===== config.mk =====
export PLATFORM = sky130hd
export DESIGN_NAME = vxlan_vni_cpu_steering_parser
export DESIGN_NICKNAME = d
export VERILOG_FILES = /design/src/design/vvcs_pkg.sv /design/src/design/vxlan_vni_cpu_steering_parser.sv /design/src/design/vvcs_front.sv /design/src/design/vvcs_queue.sv /design/src/design/vvcs_back.sv
export SDC_FILE = /design/constraint.sdc
export NUM_CORES = 1
export LEC_CHECK = 0
export ABC_AREA = 0
export BUFFER_PORTS_ARGS = -buffer_cell sky130_fd_sc_hd__buf_2
export CAP_MARGIN = 20
export CORE_MARGIN = 4
export CORE_UTILIZATION = 62
export DETAILED_ROUTE_END_ITERATION = 10
export GPL_TIMING_DRIVEN = 0
export PLACE_DENSITY = 0.79
export SYNTH_ARGS = -nofsm -noshare
export SYNTH_HDL_FRONTEND = slang
export SYNTH_SLANG_ARGS = --single-unit

===== constraint.sdc =====
create_clock -name clk_i -period 5.5 [get_ports clk_i]
set_clock_uncertainty 0.15 [all_clocks]
set_input_delay 0.825 -clock clk_i [delete_from_list [all_inputs] [get_ports clk_i]]
set_output_delay 0.825 -clock clk_i [all_outputs]
set_load 0.1 [all_outputs]

===== src/design/vvcs_pkg.sv =====
// Package for the VXLAN VNI receive steering parser.
// Holds the protocol constants, parser and class codes, and the queue record types.
// No dependencies; every design file refers to it by scoped names.
`default_nettype none

package vvcs_pkg;

  // Protocol constants
  localparam logic [15:0] ETYPE_VLAN      = 16'h8100;
  localparam logic [15:0] ETYPE_IPV4      = 16'h0800;
  localparam logic [15:0] ETYPE_IPV6      = 16'h86DD;
  localparam logic [7:0]  PROTO_UDP       = 8'd17;
  localparam logic [15:0] VXLAN_PORT_DFLT = 16'd4789;

  // Core spreading limits
  localparam int unsigned MAX_CORES = 256;
  localparam int unsigned CORE_W    = 9;

  // Configuration register indexes
  localparam int unsigned CFG_IDX_W = 2;
  localparam int unsigned CFG_DAT_W = 16;
  localparam logic [CFG_IDX_W-1:0] REG_CORE_COUNT  = 2'd0;
  localparam logic [CFG_IDX_W-1:0] REG_TUNNEL_PORT = 2'd1;

  // Frame queue between parser and steering unit
  localparam int unsigned QDEPTH = 4;
  localparam int unsigned QAW    = $clog2(QDEPTH);

  // Parser progress through the header stack
  typedef enum logic [7:0] {
    ST_ETH    = 8'b0000_0001,
    ST_TAG    = 8'b0000_0010,
    ST_IP     = 8'b0000_0100,
    ST_UDP    = 8'b0000_1000,
    ST_VXLAN  = 8'b0001_0000,
    ST_TUNNEL = 8'b0010_0000,
    ST_NOT_IP = 8'b0100_0000,
    ST_PLAIN  = 8'b1000_0000
  } parse_state_e;

  // Network layer kind
  typedef enum logic [1:0] {
    NK_NONE  = 2'd0,
    NK_V4    = 2'd1,
    NK_V6    = 2'd2,
    NK_OTHER = 2'd3
  } net_kind_e;

  // Frame class reported with each verdict
  typedef enum logic [1:0] {
    CLS_NOT_IP = 2'd0,
    CLS_SHORT  = 2'd1,
    CLS_PLAIN  = 2'd2,
    CLS_VXLAN  = 2'd3
  } frame_class_e;

  // One parsed frame, as queued for the steering unit
  typedef struct packed {
    frame_class_e cls;
    logic [31:0]  key;
  } frame_rec_t;

  // One steering result
  typedef struct packed {
    logic         verdict;
    logic [7:0]   core_index;
    logic [31:0]  flow_key;
    frame_class_e frame_class;
  } result_t;

  // Clamp the core count to 1..MAX_CORES
  function automatic logic [CORE_W-1:0] eff_cores(input logic [CORE_W-1:0] cnt);
    logic [CORE_W-1:0] n;
    n = cnt;
    if (cnt == '0) begin
      n = CORE_W'(1);
    end else if (cnt > CORE_W'(MAX_CORES)) begin
      n = CORE_W'(MAX_CORES);
    end
    return n;
  endfunction

endpackage

`default_nettype wire


===== src/design/vxlan_vni_cpu_steering_parser.sv =====
// VXLAN receive steering: one frame byte per transfer in, one verdict per frame out.
// Top level: configuration registers, parser front, record queue and steering back.
// Uses vvcs_pkg, vvcs_front, vvcs_queue and vvcs_back.
//
// Input channel: frame_byte_i/frame_end_i with in_valid_i; a transfer happens when
// in_valid_i is high and in_stall_o is low. Bytes are taken one per cycle while
// in_stall_o is low. The parser keeps up with the link; in_stall_o rises only while
// the four-entry frame queue is full.
// Output channel: verdict_o, core_index_o, flow_key_o, frame_class_o with
// out_valid_o; taken when out_stall_i is low. A stalled result holds in the
// output register while the parser keeps accepting bytes until the frame queue is full.
// Timing: the record of a frame enters the frame queue with its last byte; the
// steering unit pops it, runs the bit-serial remainder unit (32 steps per key)
// for VXLAN frames only, and registers the result. The back end handles one
// record at a time; further records wait in the frame queue.
// Configuration: cfg_we_i writes cfg_data_i into register cfg_idx_i
// (0 core count, 1 tunnel UDP port); other indexes are ignored.
// Reset: core count 1, tunnel port 4789, parser at the start of a frame, queue
// empty, no result pending. No clearing pass is needed.
`default_nettype none

module vxlan_vni_cpu_steering_parser (
  input  wire logic                            clk_i,
  input  wire logic                            rst_ni,
  input  wire logic                            cfg_we_i,
  input  wire logic [vvcs_pkg::CFG_IDX_W-1:0]  cfg_idx_i,
  input  wire logic [vvcs_pkg::CFG_DAT_W-1:0]  cfg_data_i,
  input  wire logic                            in_valid_i,
  output      logic                            in_stall_o,
  input  wire logic [7:0]                      frame_byte_i,
  input  wire logic                            frame_end_i,
  output      logic                            out_valid_o,
  input  wire logic                            out_stall_i,
  output      logic                            verdict_o,
  output      logic [7:0]                      core_index_o,
  output      logic [31:0]                     flow_key_o,
  output      logic [1:0]                      frame_class_o
);

  logic [vvcs_pkg::CORE_W-1:0] core_count_q;
  logic [15:0]                 tunnel_port_q;

  logic                  take, push, pop, full, avail;
  vvcs_pkg::frame_rec_t  push_rec, head_rec;
  vvcs_pkg::result_t     res;

  // Configuration writes
  always_ff @(posedge clk_i or negedge rst_ni) begin
    if (!rst_ni) begin
      core_count_q  <= vvcs_pkg::CORE_W'(1);
      tunnel_port_q <= vvcs_pkg::VXLAN_PORT_DFLT;
    end else if (cfg_we_i) begin
      case (cfg_idx_i)
        vvcs_pkg::REG_CORE_COUNT:  core_count_q  <= cfg_data_i[vvcs_pkg::CORE_W-1:0];
        vvcs_pkg::REG_TUNNEL_PORT: tunnel_port_q <= cfg_data_i[15:0];
        default: begin
        end
      endcase
    end
  end

  assign in_stall_o = full;
  assign take       = in_valid_i && !in_stall_o;

  vvcs_front u_front (
    .clk_i         (clk_i),
    .rst_ni        (rst_ni),
    .take_i        (take),
    .frame_byte_i  (frame_byte_i),
    .frame_end_i   (frame_end_i),
    .tunnel_port_i (tunnel_port_q),
    .push_o        (push),
    .rec_o         (push_rec)
  );

  vvcs_queue u_queue (
    .clk_i   (clk_i),
    .rst_ni  (rst_ni),
    .push_i  (push),
    .rec_i   (push_rec),
    .pop_i   (pop),
    .full_o  (full),
    .avail_o (avail),
    .head_o  (head_rec)
  );

  vvcs_back u_back (
    .clk_i        (clk_i),
    .rst_ni       (rst_ni),
    .avail_i      (avail),
    .rec_i        (head_rec),
    .pop_o        (pop),
    .core_count_i (core_count_q),
    .out_stall_i  (out_stall_i),
    .out_valid_o  (out_valid_o),
    .out_o        (res)
  );

  assign verdict_o     = res.verdict;
  assign core_index_o  = res.core_index;
  assign flow_key_o    = res.flow_key;
  assign frame_class_o = res.frame_class;

`ifndef SYNTH
  // Only VXLAN frames carry a flow key
  assert property (@(posedge clk_i) disable iff (!rst_ni)
    out_valid_o && (frame_class_o != vvcs_pkg::CLS_VXLAN) |-> flow_key_o == 32'd0)
    else $error("flow key set on a frame that is not VXLAN");

  // Redirect exactly for plain IP and VXLAN frames
  assert property (@(posedge clk_i) disable iff (!rst_ni)
    out_valid_o |-> verdict_o == ((frame_class_o == vvcs_pkg::CLS_PLAIN) ||
                                  (frame_class_o == vvcs_pkg::CLS_VXLAN)))
    else $error("verdict does not match frame class");

  // Chosen core lies within the configured core count
  assert property (@(posedge clk_i) disable iff (!rst_ni)
    out_valid_o && verdict_o |->
      {1'b0, core_index_o} < vvcs_pkg::eff_cores(core_count_q))
    else $error("core index outside core count");

  // Queue never overflows: no push while full
  assert property (@(posedge clk_i) disable iff (!rst_ni)
    full |-> !push)
    else $error("frame record pushed into a full queue");
`endif

endmodule

`default_nettype wire


===== src/design/vvcs_front.sv =====
// Front parser: takes frame bytes, walks Ethernet/VLAN/IP/UDP/VXLAN headers
// and emits one classified frame record per frame end. Uses vvcs_pkg.
`default_nettype none

module vvcs_front (
  input  wire logic                clk_i,
  input  wire logic                rst_ni,
  input  wire logic                take_i,
  input  wire logic [7:0]          frame_byte_i,
  input  wire logic                frame_end_i,
  input  wire logic [15:0]         tunnel_port_i,
  output      logic                push_o,
  output      vvcs_pkg::frame_rec_t rec_o
);

  logic [6:0]               pos_q;
  logic                     vlan_q, vlan_d;
  logic [15:0]              etype_q, etype_d;
  vvcs_pkg::net_kind_e      nkind_q, nkind_d;
  logic [7:0]               proto_q, proto_d;
  logic [15:0]              udp_q, udp_d;
  logic [31:0]              key_q, key_d;
  vvcs_pkg::parse_state_e   stage_q, stage_d;

  logic [6:0] l3, hlen, l4, l3_off, l4_off;
  vvcs_pkg::frame_class_e   cls;

  // Header offsets depend on the tag and the IP version
  assign l3     = vlan_q ? 7'd18 : 7'd14;
  assign hlen   = (nkind_q == vvcs_pkg::NK_V4) ? 7'd20 : 7'd40;
  assign l4     = l3 + hlen;
  assign l3_off = pos_q - l3;
  assign l4_off = pos_q - l4;

  // Advance the header walk by one byte
  always_comb begin
    vlan_d  = vlan_q;
    etype_d = etype_q;
    nkind_d = nkind_q;
    proto_d = proto_q;
    udp_d   = udp_q;
    key_d   = key_q;
    stage_d = stage_q;
    case (stage_q)
      vvcs_pkg::ST_ETH: begin
        if (pos_q == 7'd12 || pos_q == 7'd13) begin
          etype_d = {etype_q[7:0], frame_byte_i};
        end
        if (pos_q == 7'd13) begin
          if (etype_d == vvcs_pkg::ETYPE_VLAN) begin
            vlan_d  = 1'b1;
            stage_d = vvcs_pkg::ST_TAG;
          end else if (etype_d == vvcs_pkg::ETYPE_IPV4) begin
            nkind_d = vvcs_pkg::NK_V4;
            stage_d = vvcs_pkg::ST_IP;
          end else if (etype_d == vvcs_pkg::ETYPE_IPV6) begin
            nkind_d = vvcs_pkg::NK_V6;
            stage_d = vvcs_pkg::ST_IP;
          end else begin
            nkind_d = vvcs_pkg::NK_OTHER;
            stage_d = vvcs_pkg::ST_NOT_IP;
          end
        end
      end
      vvcs_pkg::ST_TAG: begin
        if (pos_q == 7'd16 || pos_q == 7'd17) begin
          etype_d = {etype_q[7:0], frame_byte_i};
        end
        if (pos_q == 7'd17) begin
          // a second tag counts as not IP
          if (etype_d == vvcs_pkg::ETYPE_IPV4) begin
            nkind_d = vvcs_pkg::NK_V4;
            stage_d = vvcs_pkg::ST_IP;
          end else if (etype_d == vvcs_pkg::ETYPE_IPV6) begin
            nkind_d = vvcs_pkg::NK_V6;
            stage_d = vvcs_pkg::ST_IP;
          end else begin
            nkind_d = vvcs_pkg::NK_OTHER;
            stage_d = vvcs_pkg::ST_NOT_IP;
          end
        end
      end
      vvcs_pkg::ST_IP: begin
        if (pos_q >= l3) begin
          // protocol byte of IPv4, next-header byte of IPv6
          if ((nkind_q == vvcs_pkg::NK_V4 && l3_off == 7'd9) ||
              (nkind_q == vvcs_pkg::NK_V6 && l3_off == 7'd6)) begin
            proto_d = frame_byte_i;
          end
          if (l3_off == hlen - 7'd1) begin
            stage_d = (proto_d == vvcs_pkg::PROTO_UDP) ? vvcs_pkg::ST_UDP
                                                       : vvcs_pkg::ST_PLAIN;
          end
        end
      end
      vvcs_pkg::ST_UDP: begin
        if (pos_q >= l4) begin
          if (l4_off == 7'd2 || l4_off == 7'd3) begin
            udp_d = {udp_q[7:0], frame_byte_i};
          end
          if (l4_off == 7'd7) begin
            stage_d = (udp_d == tunnel_port_i) ? vvcs_pkg::ST_VXLAN
                                               : vvcs_pkg::ST_PLAIN;
          end
        end
      end
      vvcs_pkg::ST_VXLAN: begin
        if (pos_q >= l4) begin
          // VNI word, first byte least significant
          if (l4_off[6:2] == 5'd3) begin
            case (l4_off[1:0])
              2'd0:    key_d[7:0]   = key_q[7:0]   | frame_byte_i;
              2'd1:    key_d[15:8]  = key_q[15:8]  | frame_byte_i;
              2'd2:    key_d[23:16] = key_q[23:16] | frame_byte_i;
              default: key_d[31:24] = key_q[31:24] | frame_byte_i;
            endcase
          end
          if (l4_off == 7'd15) begin
            stage_d = vvcs_pkg::ST_TUNNEL;
          end
        end
      end
      default: begin
      end
    endcase
  end

  // Classify the frame from where the walk ended
  always_comb begin
    case (stage_d)
      vvcs_pkg::ST_NOT_IP: cls = vvcs_pkg::CLS_NOT_IP;
      vvcs_pkg::ST_PLAIN:  cls = vvcs_pkg::CLS_PLAIN;
      vvcs_pkg::ST_TUNNEL: cls = vvcs_pkg::CLS_VXLAN;
      default:             cls = vvcs_pkg::CLS_SHORT;
    endcase
  end

  assign push_o    = take_i && frame_end_i;
  assign rec_o.cls = cls;
  assign rec_o.key = (cls == vvcs_pkg::CLS_VXLAN) ? key_d : '0;

  // Hold parse state; clear it after the last byte of a frame
  always_ff @(posedge clk_i or negedge rst_ni) begin
    if (!rst_ni) begin
      pos_q   <= '0;
      vlan_q  <= 1'b0;
      etype_q <= '0;
      nkind_q <= vvcs_pkg::NK_NONE;
      proto_q <= '0;
      udp_q   <= '0;
      key_q   <= '0;
      stage_q <= vvcs_pkg::ST_ETH;
    end else if (take_i) begin
      if (frame_end_i) begin
        pos_q   <= '0;
        vlan_q  <= 1'b0;
        etype_q <= '0;
        nkind_q <= vvcs_pkg::NK_NONE;
        proto_q <= '0;
        udp_q   <= '0;
        key_q   <= '0;
        stage_q <= vvcs_pkg::ST_ETH;
      end else begin
        if (pos_q != 7'd127) begin
          pos_q <= pos_q + 7'd1;
        end
        vlan_q  <= vlan_d;
        etype_q <= etype_d;
        nkind_q <= nkind_d;
        proto_q <= proto_d;
        udp_q   <= udp_d;
        key_q   <= key_d;
        stage_q <= stage_d;
      end
    end
  end

endmodule

`default_nettype wire


===== src/design/vvcs_queue.sv =====
// Short frame-record queue between the parser and the steering unit.
// Register-based FIFO of vvcs_pkg::frame_rec_t, depth vvcs_pkg::QDEPTH.
`default_nettype none

module vvcs_queue (
  input  wire logic                 clk_i,
  input  wire logic                 rst_ni,
  input  wire logic                 push_i,
  input  wire vvcs_pkg::frame_rec_t rec_i,
  input  wire logic                 pop_i,
  output      logic                 full_o,
  output      logic                 avail_o,
  output      vvcs_pkg::frame_rec_t head_o
);

  vvcs_pkg::frame_rec_t          mem_q [vvcs_pkg::QDEPTH];
  logic [vvcs_pkg::QAW-1:0]      wr_ptr_q, rd_ptr_q;
  logic [vvcs_pkg::QAW:0]        cnt_q;

  assign full_o  = (cnt_q == (vvcs_pkg::QAW+1)'(vvcs_pkg::QDEPTH));
  assign avail_o = (cnt_q != '0);
  assign head_o  = mem_q[rd_ptr_q];

  // Store pushed records
  always_ff @(posedge clk_i) begin
    if (push_i) begin
      mem_q[wr_ptr_q] <= rec_i;
    end
  end

  // Advance pointers and occupancy
  always_ff @(posedge clk_i or negedge rst_ni) begin
    if (!rst_ni) begin
      wr_ptr_q <= '0;
      rd_ptr_q <= '0;
      cnt_q    <= '0;
    end else begin
      if (push_i) begin
        wr_ptr_q <= wr_ptr_q + vvcs_pkg::QAW'(1);
      end
      if (pop_i) begin
        rd_ptr_q <= rd_ptr_q + vvcs_pkg::QAW'(1);
      end
      if (push_i && !pop_i) begin
        cnt_q <= cnt_q + (vvcs_pkg::QAW+1)'(1);
      end else if (!push_i && pop_i) begin
        cnt_q <= cnt_q - (vvcs_pkg::QAW+1)'(1);
      end
    end
  end

endmodule

`default_nettype wire


===== src/design/vvcs_back.sv =====
// Steering unit: pops frame records, reduces the flow key modulo the core
// count one quotient bit per cycle, and holds the result in an output register.
// Uses vvcs_pkg.
`default_nettype none

module vvcs_back (
  input  wire logic                          clk_i,
  input  wire logic                          rst_ni,
  input  wire logic                          avail_i,
  input  wire vvcs_pkg::frame_rec_t          rec_i,
  output      logic                          pop_o,
  input  wire logic [vvcs_pkg::CORE_W-1:0]   core_count_i,
  input  wire logic                          out_stall_i,
  output      logic                          out_valid_o,
  output      vvcs_pkg::result_t             out_o
);

  typedef enum logic [2:0] {
    BK_IDLE = 3'b001,
    BK_DIV  = 3'b010,
    BK_DONE = 3'b100
  } back_state_e;

  back_state_e                   state_q, state_d;
  vvcs_pkg::frame_class_e        cls_q, cls_d;
  logic [31:0]                   key_q, key_d;
  logic [31:0]                   dvd_q, dvd_d;
  logic [7:0]                    rem_q, rem_d;
  logic [vvcs_pkg::CORE_W-1:0]   n_q, n_d;
  logic [4:0]                    cnt_q, cnt_d;
  logic                          out_valid_q, out_valid_d;
  vvcs_pkg::result_t             out_q, out_d;

  logic [8:0] trial;
  logic       out_free;

  assign trial    = {rem_q, dvd_q[31]};
  assign out_free = !out_valid_q || !out_stall_i;

  // Sequence one record: load, divide (VXLAN frames only), deliver
  always_comb begin
    state_d     = state_q;
    cls_d       = cls_q;
    key_d       = key_q;
    dvd_d       = dvd_q;
    rem_d       = rem_q;
    n_d         = n_q;
    cnt_d       = cnt_q;
    out_d       = out_q;
    out_valid_d = out_valid_q && out_stall_i;
    pop_o       = 1'b0;
    case (state_q)
      BK_IDLE: begin
        if (avail_i) begin
          pop_o   = 1'b1;
          cls_d   = rec_i.cls;
          key_d   = rec_i.key;
          dvd_d   = rec_i.key;
          rem_d   = '0;
          cnt_d   = '0;
          n_d     = vvcs_pkg::eff_cores(core_count_i);
          state_d = (rec_i.cls == vvcs_pkg::CLS_VXLAN) ? BK_DIV : BK_DONE;
        end
      end
      BK_DIV: begin
        // restoring remainder step; remainder stays below the divisor
        if (trial >= n_q) begin
          rem_d = 8'(trial - n_q);
        end else begin
          rem_d = trial[7:0];
        end
        dvd_d = {dvd_q[30:0], 1'b0};
        cnt_d = cnt_q + 5'd1;
        if (cnt_q == 5'd31) begin
          state_d = BK_DONE;
        end
      end
      BK_DONE: begin
        if (out_free) begin
          out_d.verdict     = (cls_q == vvcs_pkg::CLS_PLAIN) ||
                              (cls_q == vvcs_pkg::CLS_VXLAN);
          out_d.core_index  = (cls_q == vvcs_pkg::CLS_VXLAN) ? rem_q : 8'd0;
          out_d.flow_key    = key_q;
          out_d.frame_class = cls_q;
          out_valid_d       = 1'b1;
          state_d           = BK_IDLE;
        end
      end
      default: begin
        state_d = BK_IDLE;
      end
    endcase
  end

  // Control registers
  always_ff @(posedge clk_i or negedge rst_ni) begin
    if (!rst_ni) begin
      state_q     <= BK_IDLE;
      cnt_q       <= '0;
      out_valid_q <= 1'b0;
    end else begin
      state_q     <= state_d;
      cnt_q       <= cnt_d;
      out_valid_q <= out_valid_d;
    end
  end

  // Datapath registers
  always_ff @(posedge clk_i) begin
    cls_q <= cls_d;
    key_q <= key_d;
    dvd_q <= dvd_d;
    rem_q <= rem_d;
    n_q   <= n_d;
    out_q <= out_d;
  end

  assign out_valid_o = out_valid_q;
  assign out_o       = out_q;

endmodule

`default_nettype wire


==> run summary <==
Hold Path Class = primary input to asynchronous set/reset pin
dpl hpwl = 24900 um
Area growth syn-to-layout = 12.3%
# IOs = 77
Post-CTS Resized = 0
PortBufs = 76
post-synth top area cell = edfxtp_1
setup slack at placement = 0.768 ns
Vias per Instance = 6.16
kind of critical path = flip-flop to flip-flop
total power = 0.00962 W
Die H = 176 um
setup ws final = 0.591 ns
setup TNS = 0 ns
root buf cell = clkbuf_16
FFs w/ async S/R, synth = 33.3%
Max stage delay cell, worst path = nor3_1
Avg Cell Area, Syn = 13.4 um2
Routed wire per std cell = 20.9 um
worst skew pair latency = 0.53 ns
CP Capture Type = flip-flop
Seq cells post-synth = 393
CP max stage delay = 0.66 ns
clock tree buffer depth = 3
cells taking the most area after synthesis = edfxtp_1, dfrtp_1, mux4_2
worst-path cell chain = nor2b_1, inv_1, ha_1, nor2_1, xor2_1, ha_1, a21oi_1, nand3b_1, a211o_1, or4b_1, o31a_1, o2111a_1, a22oi_1, nand3_1, nor3_1
first-pass GRT wire length = 61900 um
share of layout cells above drive strength 1 = 18.7%
clk sinks = 393
fmax = 0.204 GHz
grt ovf = 0
Worst Path Max Fanout = 5
vias in the first global route = 11300
CTS tree = done
CTS clock-pin slew for the worst setup and hold paths = 0.06 ns
Initial DRC Count = 1009
share of Yosys cell area claimed by the top area cell type = 45.2%
die area = 30800 um2
sequential share of the synthesized area = 64.1%
Final Wtd Congestion = 0.925
min Tclk post-route = 4.91 ns
Mapped Nets = 1366
pin count of the biggest net entering global routing = 80
antenna violations before repair = 0
Post-synth EDFFs = 262
# setup viols final = 0
Mapped Cells = 1296
Num CTS Buffers = 38
CTS hold repair buffers = 0
ys flop type = edfxtp_1
postcts setup bufs = 0
Reg2Reg Setup Slack = 0.59 ns
P per Cell Area = 492 nW/um2
synth unique cells = 83
number of max-cap violations = 0
Placed Cells = 1752
Slew @ Worst Pin = 1.03 ns
core box area = 27700 um2
Final Non-Filler Cells = 1822
worst path arrival time = 4.98 ns
# nets final = 1484
DR pass1 iterations = 5
Rows = 61
worst r2r path cells = 15
CP dominant cell by count = ha_1
Worst EP required = 5.57 ns
Slew HR = 30.3%
H-tree depth = 2
VDD IR max = 0.000299 V
DRT antenna net count = 0
WL final = 38200 um
die width = 176 um
synthesized cell area = 17400 um2
Synth Warn # = 0
gr usage total = 25.2%
endpoints failing hold = 0
Residual DRC = 0
via count = 11200
status = finished clean
RSZ-0062 raised after global routing = no
initial core utilization = 62.8%
fin. max-slew vios = 0
CP startpoint kind = flip-flop
leakage power = 7.65 nW
period utilization = 89.2%
ANT cells = 0
==> through the flow <==
stage	cell area [um2]	hold WS [ns]	util [%]
final	19500	0.101	70.5
after global routing	19500	0.131	70.5
after CTS	19500	0.108	70.5
after detailed placement	18300	0.255	66.1
after global placement	18300	0.250	65.9
after floorplan	17400	0.250	-
==> critical path, delay by kind of cell, from the launching register on <==
kind / cells / cell delay, ns
flip-flops: 1 / 0.42
AND/OR/NAND/NOR: 6 / 1.91
buffers and inverters: 1 / 0.14
XOR/XNOR: 1 / 0.16
AO/OA/AOI/OAI: 5 / 1.31
adder cells (fa/ha/maj): 2 / 0.52
==> synthesized netlist by cell type (24+ instances only) <==
| cell | n |
|---|---|
| ha_1 | 34 |
| a22o_1 | 40 |
| a21oi_1 | 53 |
| mux4_2 | 34 |
| nor2_1 | 82 |
| mux2_2 | 26 |
| clkbuf_1 | 51 |
| and3_1 | 24 |
| a31oi_1 | 36 |
| nand2_1 | 134 |
| o21ai_0 | 26 |
| xor2_1 | 31 |
| inv_1 | 36 |
| edfxtp_1 | 262 |
| dfrtp_1 | 121 |
| nor2_2 | 30 |
==> kinds of logic (layout without fill, tap and decap cells) <==
kind of cell | Yosys count | count (layout) | synth area share (%)
mux | 72 | 72 | 6.77
xor+xnor | 46 | 46 | 2.32
other cells | 1 | 1 | 0.0215
fa+ha+maj | 38 | 38 | 2.90
compound gates | 227 | 227 | 9.19
buf+inv | 102 | 250 | 2.39
flops | 393 | 393 | 64.1
simple gates | 417 | 417 | 12.3
==> cells in the final DEF (no fill, tap or decap), drive strengths merged, types with 37 or more instances in the layout <==
| cell type | instances |
|---|---|
| a21oi | 53 |
| a31oi | 37 |
| a22o | 40 |
| dfrtp | 121 |
| inv | 38 |
| nor2 | 112 |
| buf | 93 |
| clkbuf | 99 |
| edfxtp | 262 |
| nand2 | 134 |
==> registers in the layout, summed over array words and instances, names as in the netlist <==
| register | count |
|---|---|
| core_count_q | 9 |
| tunnel_port_q | 16 |
| u_back.cls_q | 2 |
| u_back.cnt_q | 5 |
| u_back.dvd_q | 32 |
| u_back.key_q | 32 |
| u_back.n_q | 9 |
| u_back.out_o | 43 |
| u_back.out_valid_o | 1 |
| u_back.rem_q | 8 |
| u_back.state_q | 3 |
| u_front.etype_q | 16 |
| u_front.key_q | 32 |
| u_front.nkind_q | 2 |
| u_front.pos_q | 7 |
| u_front.proto_q | 8 |
| u_front.stage_q | 8 |
| u_front.udp_q | 16 |
| u_front.vlan_q | 1 |
| u_queue.cnt_q | 3 |
| u_queue.mem_q | 136 |
| u_queue.rd_ptr_q | 2 |
| u_queue.wr_ptr_q | 2 |
==> layer usage <==
metal	share of wire, %	vias up	GRT usage, %
met5	0	-	0
met4	2.9	0	8.38
met3	6.6	86	2.95
met2	50	475	42.0
met1	41	5574	35.2
li1	-	5080	-
==> area by class of cell <==
| class | count | area (um2) |
|---|---|---|
| sequential | 393 | 11200 |
| fill | 1803 | 8160 |
| multi-input combinational | 801 | 5840 |
| clock buffer | 48 | 1020 |
| tap | 378 | 473 |
| timing repair buffer | 78 | 434 |
| buffer | 66 | 282 |
| clock inverter | 22 | 196 |
| inverter | 36 | 135 |
==> path summary, 6_finish.rpt <==
path                                         start              endpoint
worst max-delay path            u_front.nkind_q[1]  u_queue.mem_q[1][16]
worst min-delay path                        rst_ni   u_front.etype_q[11]
worst max register to register  u_front.nkind_q[1]  u_queue.mem_q[1][16]
worst min register to register    u_back.key_q[28]      u_back.out_o[30]
max in group asynchronous                   rst_ni      tunnel_port_q[5]
min in group clk_i                u_back.key_q[28]      u_back.out_o[30]
==> report_power, final <==
| part | switching, W | internal, W |
|---|---|---|
| combinational | 0.00187 | 0.000870 |
| clock | 0.00109 | 0.00147 |
| sequential | 0.000284 | 0.00403 |
Power figures use the tool's default switching activity.
